==> config.mk <==
export PLATFORM = sky130hd
export DESIGN_NAME = i2c_bit_level_master_unit
export DESIGN_NICKNAME = d
export VERILOG_FILES = /design/src/sv/i2cbm_pkg.sv /design/src/sv/i2cbm_engine.sv /design/src/sv/i2c_bit_level_master_unit.sv
export VERILOG_INCLUDE_DIRS = /design/src /design/src/sv
export SDC_FILE = /design/constraint.sdc
export NUM_CORES = 1
export LEC_CHECK = 0
export ABC_AREA = 1
export BUFFER_PORTS_ARGS = -buffer_cell sky130_fd_sc_hd__buf_4
export CAP_MARGIN = 20
export CORE_MARGIN = 2
export CORE_UTILIZATION = 60
export CTS_BUF_LIST = sky130_fd_sc_hd__clkbuf_4
export CTS_CLUSTER_SIZE = 8
export DETAILED_ROUTE_END_ITERATION = 6
export GPL_TIMING_DRIVEN = 0
export PLACE_DENSITY = 0.91
export SLEW_MARGIN = 20
export SYNTH_ARGS = -nofsm -noshare
export SYNTH_HDL_FRONTEND = slang
export SYNTH_SLANG_ARGS = --single-unit
export TNS_END_PERCENT = 100
==> constraint.sdc <==
create_clock -name clk -period 9.2 [get_ports clk]
set_clock_uncertainty 0.1 [all_clocks]
set_input_delay 0.46 -clock clk [delete_from_list [all_inputs] [get_ports clk]]
set_output_delay 0.46 -clock clk [all_outputs]
set_load 0.03 [all_outputs]
==> src/sv/i2c_bit_level_master_unit_defines.svh <==
// Assertion macros shared by the bit engine RTL.
// Each macro expects clk and rst_n to be visible where it is used.
`ifndef I2C_BIT_LEVEL_MASTER_UNIT_DEFINES_SVH
`define I2C_BIT_LEVEL_MASTER_UNIT_DEFINES_SVH

// Same-cycle implication, switched off while reset is held.
`define I2CBM_ASSERT_IMP(lbl, ante, cons, msg) \
    lbl: assert property (@(posedge clk) disable iff (!rst_n) (ante) |-> (cons)) \
        else $error(msg);

// Next-cycle implication, switched off while reset is held.
`define I2CBM_ASSERT_NXT(lbl, ante, cons, msg) \
    lbl: assert property (@(posedge clk) disable iff (!rst_n) (ante) |=> (cons)) \
        else $error(msg);

`endif

==> src/sv/i2cbm_pkg.sv <==
`timescale 1ns / 1ps

package i2cbm_pkg;

    typedef enum logic [2:0] {
        CMD_NONE    = 3'd0,
        CMD_START   = 3'd1,
        CMD_STOP    = 3'd2,
        CMD_TX_BYTE = 3'd3,
        CMD_RX_BYTE = 3'd4,
        CMD_TX_ACK  = 3'd5,
        CMD_RX_ACK  = 3'd6
    } cmd_t;

    typedef enum logic [1:0] {
        OP_SDA  = 2'd0,
        OP_SCL  = 2'd1,
        OP_READ = 2'd2
    } op_kind_t;

    typedef struct packed {
        op_kind_t kind;
        logic     val;
    } op_t;

    typedef struct packed {
        logic [2:0] action;
        logic [7:0] tx_byte;
        logic       ack_level;
        logic       sda_in;
    } tick_t;

    typedef struct packed {
        logic       scl_out;
        logic       sda_out;
        logic       ready_res;
        logic       done_res;
        logic [7:0] rx_data;
        logic       rx_ack;
    } res_t;

    localparam int unsigned SLOT_W = 16;
    localparam logic [SLOT_W-1:0] SLOT_TICKS_RST = 16'd2;
    localparam logic RX_ACK_RST = 1'b1;

    // Number of pin slots in each command's sequence.
    function automatic logic [4:0] seq_len(cmd_t cmd);
        logic [4:0] len;
        case (cmd)
            CMD_START:   len = 5'd4;
            CMD_STOP:    len = 5'd3;
            CMD_TX_BYTE: len = 5'd24;
            CMD_RX_BYTE: len = 5'd25;
            CMD_TX_ACK:  len = 5'd3;
            CMD_RX_ACK:  len = 5'd4;
            default:     len = 5'd1;
        endcase
        return len;
    endfunction

    // Pin operation for one slot; bitp is the bit counted from the MSB, ph
    // its place in a bit (TX: data, SCL up, down; RX: SCL up, read, down).
    function automatic op_t seq_op(cmd_t cmd, logic [4:0] step, logic [1:0] ph,
                                   logic [2:0] bitp, logic [7:0] shd);
        op_t op;
        op.kind = OP_SDA;
        op.val  = 1'b0;
        case (cmd)
            CMD_START:
            begin
                op.kind = step[0] ? OP_SCL : OP_SDA;
                op.val  = ~step[1];
            end
            CMD_STOP:
            begin
                op.kind = (step == 5'd1) ? OP_SCL : OP_SDA;
                op.val  = (step != 5'd0);
            end
            CMD_TX_BYTE:
            begin
                if (ph == 2'd0)
                begin
                    op.kind = OP_SDA;
                    op.val  = shd[3'd7 - bitp];
                end
                else
                begin
                    op.kind = OP_SCL;
                    op.val  = (ph == 2'd1);
                end
            end
            CMD_RX_BYTE:
            begin
                if (step == 5'd0)
                begin
                    op.kind = OP_SDA;
                    op.val  = 1'b1;
                end
                else if (ph == 2'd1)
                begin
                    op.kind = OP_READ;
                end
                else
                begin
                    op.kind = OP_SCL;
                    op.val  = (ph == 2'd0);
                end
            end
            CMD_TX_ACK:
            begin
                if (step == 5'd0)
                begin
                    op.kind = OP_SDA;
                    op.val  = shd[0];
                end
                else
                begin
                    op.kind = OP_SCL;
                    op.val  = (step == 5'd1);
                end
            end
            CMD_RX_ACK:
            begin
                if (step == 5'd0)
                begin
                    op.kind = OP_SDA;
                    op.val  = 1'b1;
                end
                else if (step == 5'd2)
                begin
                    op.kind = OP_READ;
                end
                else
                begin
                    op.kind = OP_SCL;
                    op.val  = (step == 5'd1);
                end
            end
            default:
            begin
                op.kind = OP_SDA;
                op.val  = 1'b0;
            end
        endcase
        return op;
    endfunction

endpackage

==> src/sv/i2cbm_engine.sv <==
`timescale 1ns / 1ps

`include "i2c_bit_level_master_unit_defines.svh"

module i2cbm_engine (
    input  logic                        clk,
    input  logic                        rst_n,
    input  logic                        en,
    input  i2cbm_pkg::tick_t            tick,
    input  logic [i2cbm_pkg::SLOT_W-1:0] slot_ticks,
    output i2cbm_pkg::res_t             res
);
    import i2cbm_pkg::*;

    logic              scl_reg, scl_next;
    logic              sda_reg, sda_next;
    cmd_t              cmd_reg, cmd_next;
    logic [7:0]        shift_reg, shift_next;
    logic [4:0]        step_reg, step_next;
    logic [1:0]        ph_reg, ph_next;
    logic [2:0]        bit_reg, bit_next;
    logic [SLOT_W-1:0] tick_reg, tick_next;
    logic [7:0]        rx_byte_reg, rx_byte_next;
    logic              rx_ack_reg, rx_ack_next;

    cmd_t              cmd_a;
    logic [7:0]        shift_a;
    logic [4:0]        step_a;
    logic [1:0]        ph_a;
    logic [2:0]        bit_a;
    logic [SLOT_W-1:0] tick_a;
    logic [SLOT_W-1:0] slots;
    logic [4:0]        step_inc;
    logic              ready;
    logic              done;
    op_t               op;

    assign slots = (slot_ticks == '0) ? {{(SLOT_W-1){1'b0}}, 1'b1} : slot_ticks;

    always_comb
    begin
        // Command acceptance happens first; its first slot runs in the same tick.
        cmd_a   = cmd_reg;
        shift_a = shift_reg;
        step_a  = step_reg;
        ph_a    = ph_reg;
        bit_a   = bit_reg;
        tick_a  = tick_reg;
        ready   = 1'b0;
        if ((cmd_reg == CMD_NONE) && (tick.action inside {[CMD_START:CMD_RX_ACK]}))
        begin
            cmd_a = cmd_t'(tick.action);
            if (tick.action == CMD_TX_BYTE)
                shift_a = tick.tx_byte;
            else if (tick.action == CMD_TX_ACK)
                shift_a = {7'd0, tick.ack_level};
            else
                shift_a = 8'd0;
            step_a = '0;
            ph_a   = '0;
            bit_a  = '0;
            tick_a = '0;
            ready  = 1'b1;
        end

        op       = seq_op(cmd_a, step_a, ph_a, bit_a, shift_a);
        step_inc = step_a + 5'd1;

        cmd_next     = cmd_a;
        shift_next   = shift_a;
        step_next    = step_a;
        ph_next      = ph_a;
        bit_next     = bit_a;
        tick_next    = tick_a;
        scl_next     = scl_reg;
        sda_next     = sda_reg;
        rx_byte_next = rx_byte_reg;
        rx_ack_next  = rx_ack_reg;
        done         = 1'b0;

        if (cmd_a != CMD_NONE)
        begin
            if (tick_a == '0)
            begin
                case (op.kind)
                    OP_SDA:  sda_next = op.val;
                    OP_SCL:  scl_next = op.val;
                    OP_READ:
                    begin
                        if (cmd_a == CMD_RX_BYTE)
                        begin
                            if (tick.sda_in)
                                shift_next[3'd7 - bit_a] = 1'b1;
                        end
                        else
                        begin
                            rx_ack_next = tick.sda_in;
                        end
                    end
                    default: ;
                endcase
            end

            if (({1'b0, tick_a} + {{SLOT_W{1'b0}}, 1'b1}) >= {1'b0, slots})
            begin
                tick_next = '0;
                step_next = step_inc;
                // The leading release slot of a receive byte sits outside the bit phases.
                if (!((cmd_a == CMD_RX_BYTE) && (step_a == 5'd0)))
                begin
                    if (ph_a == 2'd2)
                    begin
                        ph_next  = 2'd0;
                        bit_next = bit_a + 3'd1;
                    end
                    else
                    begin
                        ph_next = ph_a + 2'd1;
                    end
                end
                if (step_inc >= seq_len(cmd_a))
                begin
                    if (cmd_a == CMD_RX_BYTE)
                        rx_byte_next = shift_next;
                    done      = 1'b1;
                    cmd_next  = CMD_NONE;
                    step_next = '0;
                    ph_next   = '0;
                    bit_next  = '0;
                end
            end
            else
            begin
                tick_next = tick_a + {{(SLOT_W-1){1'b0}}, 1'b1};
            end
        end
    end

    always_ff @(posedge clk or negedge rst_n)
    begin
        if (!rst_n)
        begin
            scl_reg     <= 1'b1;
            sda_reg     <= 1'b1;
            cmd_reg     <= CMD_NONE;
            shift_reg   <= '0;
            step_reg    <= '0;
            ph_reg      <= '0;
            bit_reg     <= '0;
            tick_reg    <= '0;
            rx_byte_reg <= '0;
            rx_ack_reg  <= RX_ACK_RST;
        end
        else if (en)
        begin
            scl_reg     <= scl_next;
            sda_reg     <= sda_next;
            cmd_reg     <= cmd_next;
            shift_reg   <= shift_next;
            step_reg    <= step_next;
            ph_reg      <= ph_next;
            bit_reg     <= bit_next;
            tick_reg    <= tick_next;
            rx_byte_reg <= rx_byte_next;
            rx_ack_reg  <= rx_ack_next;
        end
    end

    assign res.scl_out   = scl_next;
    assign res.sda_out   = sda_next;
    assign res.ready_res = ready;
    assign res.done_res  = done;
    assign res.rx_data   = rx_byte_next;
    assign res.rx_ack    = rx_ack_next;

    `I2CBM_ASSERT_IMP(a_idle_counters_clear, cmd_reg == CMD_NONE, (step_reg == '0) && (tick_reg == '0) && (ph_reg == '0) && (bit_reg == '0), "idle engine holds stale slot counters")
    `I2CBM_ASSERT_IMP(a_step_in_sequence, cmd_reg != CMD_NONE, step_reg < seq_len(cmd_reg), "slot step ran past the end of the sequence")
    `I2CBM_ASSERT_IMP(a_phase_bound, 1'b1, ph_reg != 2'd3, "bit phase counter out of range")
    `I2CBM_ASSERT_NXT(a_done_goes_idle, en && done, cmd_reg == CMD_NONE, "engine still busy after completing a command")

endmodule

==> src/sv/i2c_bit_level_master_unit.sv <==
`timescale 1ns / 1ps

// I2C master bit engine. Each word on the tick channel is one timer tick:
// the sampled SDA level and, while the engine is idle, an optional command
// (start, stop, send byte, receive byte, send ack, receive ack). Each tick
// word yields exactly one result word on the res channel, carrying the SCL
// and SDA levels to drive, the ready and done pulses and the last received
// byte and acknowledge bit.
// The cfg channel writes slot_ticks, the number of ticks per pin slot; it
// is always ready and should only be written while no command runs.
// A tick word passes through the input register, then through the step
// logic into the result register, before the result is offered.
// Throughput is one tick word per cycle while no full result register
// is held by res_stall.
// When res_stall holds a full result register, tick_stall rises in the same
// cycle and the whole pipeline freezes; nothing is dropped.
// Reset releases both lines, goes idle, sets slot_ticks to 2 and rx_ack to 1.
module i2c_bit_level_master_unit (
    input  logic                         clk,
    input  logic                         rst_n,
    input  logic                         tick_valid,
    output logic                         tick_stall,
    input  i2cbm_pkg::tick_t             tick,
    output logic                         res_valid,
    input  logic                         res_stall,
    output i2cbm_pkg::res_t              res,
    input  logic                         cfg_valid,
    output logic                         cfg_ready,
    input  logic [i2cbm_pkg::SLOT_W-1:0] cfg_data
);
    import i2cbm_pkg::*;

    logic              adv;
    logic              in_valid_reg;
    tick_t             in_word_reg;
    logic              res_valid_reg;
    res_t              res_reg;
    res_t              step_res;
    logic [SLOT_W-1:0] slot_ticks_reg;

    assign adv        = !(res_valid_reg && res_stall);
    assign tick_stall = !adv;
    assign cfg_ready  = 1'b1;

    always_ff @(posedge clk or negedge rst_n)
    begin
        if (!rst_n)
            slot_ticks_reg <= SLOT_TICKS_RST;
        else if (cfg_valid && cfg_ready)
            slot_ticks_reg <= cfg_data;
    end

    always_ff @(posedge clk or negedge rst_n)
    begin
        if (!rst_n)
        begin
            in_valid_reg  <= 1'b0;
            res_valid_reg <= 1'b0;
        end
        else if (adv)
        begin
            in_valid_reg  <= tick_valid;
            res_valid_reg <= in_valid_reg;
        end
    end

    always_ff @(posedge clk)
    begin
        if (adv)
        begin
            in_word_reg <= tick;
            if (in_valid_reg)
                res_reg <= step_res;
        end
    end

    i2cbm_engine u_engine (
        .clk        (clk),
        .rst_n      (rst_n),
        .en         (adv && in_valid_reg),
        .tick       (in_word_reg),
        .slot_ticks (slot_ticks_reg),
        .res        (step_res)
    );

    assign res_valid = res_valid_reg;
    assign res       = res_reg;

endmodule
==> impl_results.md <==
* Largest net degree at the start of global routing at 67
* Failing checks: negative hold slack
* Row cnt at 35
* Max stage delay on crit path at 0.48 ns
* Yosys top cell area share at 26.6%
* Maximum vdd ir drop at 0.164 mV
* Number of flops mapped to enable cells by yosys at 26
* Hold Buf Count CTS at 0
* GRT overflow at 0
* Die Wd at 103 um
* CTS tree: built
* Worst Path Required at 9.48 ns
* CP endpoint kind: flip-flop
* Arrival time worst endpoint at 4.90 ns
* Async SR Flop Fraction at 71.7%
* Port-buffer cells at 48
* WL/cell at 14.5 um
* Design Power at 2.03 mW
* Peak Freq at 216 MHz
* GRT Util Overall at 29.2%
* Crit path kind: flip-flop to flip-flop
* Slew @ Worst Pin at 0.881 ns
* Hold Violations, Final at 17
* Post_cts resized at 0
* Area grow syn2layout at 11.4%
* FF+latch count, synth at 92
* Synthesized area per cell at 7.50 um^2
* DRC at 0
* # setup viols final at 0
* Share of layout cells above drive strength 1 at 13.7%
* ANT cells at 0
* Root buffer cell: clkbuf_4
* Final worst-path cycle share at 50.2%
* RSZ-0062 raised after global routing: no
* Latest clock arrival within the worst-skew pair at 0.46 ns
* Routability cong. at 0.936
* Cell accounting for the most synthesized area: dfrtp_1
* Top cell by count, worst path: nand2_1
* Total CTS buffers at 9
* Area after DPL at 6350 um^2
* Io pins at 50
* Layout Cells excl Fill at 970
* Leak at 3.24 nW
* Synthesized Nets at 838
* Mapped Cells at 777
* Sequential share of the synthesized area at 41.8%
* Cell area after synthesis at 5820 um^2
* CTS max path bufs at 2
* Status: finished with violations
* Initial DRC Count at 455
* Initial core utilization at 62.4%
* Via/cell ratio at 5.48
* Die height at 103 um
* Vias at 5,312
* Initial antenna violation count at 0
* Crit Path Max Fanout at 10
* Worst hold path type: input port to async pin
* Pre-antenna DRT Iters at 5
* Final TNS setup at 0 ns
* CTS H-tree lvls at 3
* Slowest stage cell, crit path: edfxtp_1
* Antenna-violating nets left at 0
* Top FF cell, synth: dfrtp_1
* Max capacitance violation total at 0
* Core area at 9330 um^2
* Ys Warns at 0
* Routed wire length at 14,100 um
* Hold slack final at -0.0175 ns
* Clock sink total at 92
* Global-route wire length before repair at 23,700 um
* Post-CTS setup buffers at 0
* Fillers at 799
* Clock transition at path regs at 0.15 ns
* Yosys cell types at 45
* Power Dens Cells at 312 nW/um^2
* Final #Nets at 897
* Max-Slew Margin vs Limit at 41.3%
* Critical Path Source Type: flip-flop
* Hpwl dp at 10,400 um
* Die area at 10,500 um^2
* Synth top area cells: dfrtp_1, nand2_1, edfxtp_1
* Finished Cell Area at 6490 um^2
* Cells after DPL at 954
* Max Slew Vio Count at 0
* Vias in the first global route at 5,200
* Minimum clock period at 4.62 ns
==> critical path, delay by kind of cell, from the launching register on <==
kind	cells	cell delay (ns)
AND/OR/NAND/NOR	16	1.88
buffers and inverters	5	1.02
adder cells (fa/ha/maj)	2	0.49
flip-flops	1	0.48
AO/OA/AOI/OAI	2	0.30
XOR/XNOR	1	0.28
==> final cells by class <==
cell class                 instances  area [um^2]  share of cell area, %
multi-input combinational        552         2850                   43.9
tap                              129          161                   2.49
clock inverter                     6         63.8                  0.984
clock buffer                      10         75.1                   1.16
timing repair buffer              48          360                   5.56
buffer                            22          123                   1.89
inverter                         111          417                   6.42
sequential                        92         2440                   37.6
==> where the power goes <==
| part | leakage [nW] | internal (mW) | switching (mW) |
|---|---|---|---|
| clock network | 0.0744 | 0.0861 | 0.140 |
| logic | 2.10 | 0.392 | 0.783 |
| registers | 1.06 | 0.550 | 0.0753 |
==> kinds of logic after synthesis <==
group / Yosys count / share of synthesized area [%]
AND/OR/NAND/NOR: 398 / 30.0
buffers and inverters: 133 / 9.24
AO/OA/AOI/OAI: 110 / 10.7
flip-flops: 92 / 41.8
adder cells (fa/ha/maj): 27 / 5.80
XOR/XNOR: 16 / 2.41
other: 1 / 0.0644
==> stage by stage <==
step	utilization [%]	worst slack, ns
floorplan	-	5.49
global placement	68.0	4.79
detailed placement	68.0	4.69
CTS	69.5	4.65
global route	69.5	4.18
finish	69.5	4.58
==> placed cells by master, fill, tap and decap left out, drive strengths merged, types with 4 or more instances in the layout <==
cell type  instances
o21ai             61
dfstp              4
clkinv             4
a31oi             12
nand2            217
nor2              77
dfrtp             62
inv              111
nand4             14
and2               7
buf               58
nor3              14
edfxtp            26
a21boi             4
nand3             66
xor2              15
ha                27
a21oi             20
clkbuf            22
==> cell usage after synthesis, types with 7 or more instances <==
library cell	count
nand2_1	211
inv_1	97
nor2_1	67
dfrtp_1	62
nand3_1	62
o21ai_0	50
ha_1	27
edfxtp_1	26
a21oi_1	20
xor2_1	15
nand4_1	14
inv_2	13
a31oi_1	12
clkbuf_1	12
nor3_1	12
o21ai_1	10
nor2_2	9
and2_1	7
==> per-layer routing <==
layer	track usage (%)	vias to the layer above	share of wire [%]
li1	-	2646	-
met1	35.6	2420	41
met2	50.5	205	48
met3	7.05	41	7.5
met4	10.9	0	2.9
met5	0	-	0
==> worst paths after layout <==
path / depth (start not counted) / slack (ns) / end / start
max in group asynchronous: 1 / 8.41 / slot_ticks_reg[2] / rst_n
setup / recovery: 26 / 4.58 / u_engine.tick_reg[2] / in_word_reg[11]
min in group clk: 1 / 0.06 / in_word_reg[6] / tick[6]
hold / removal: 1 / -0.02 / u_engine.rx_byte_reg[6] / rst_n
hold reg to reg: 2 / 0.39 / u_engine.sda_reg / u_engine.sda_reg
setup reg to reg: 26 / 4.58 / u_engine.tick_reg[2] / in_word_reg[11]
Note: power is estimated with default switching activity, not from simulation.
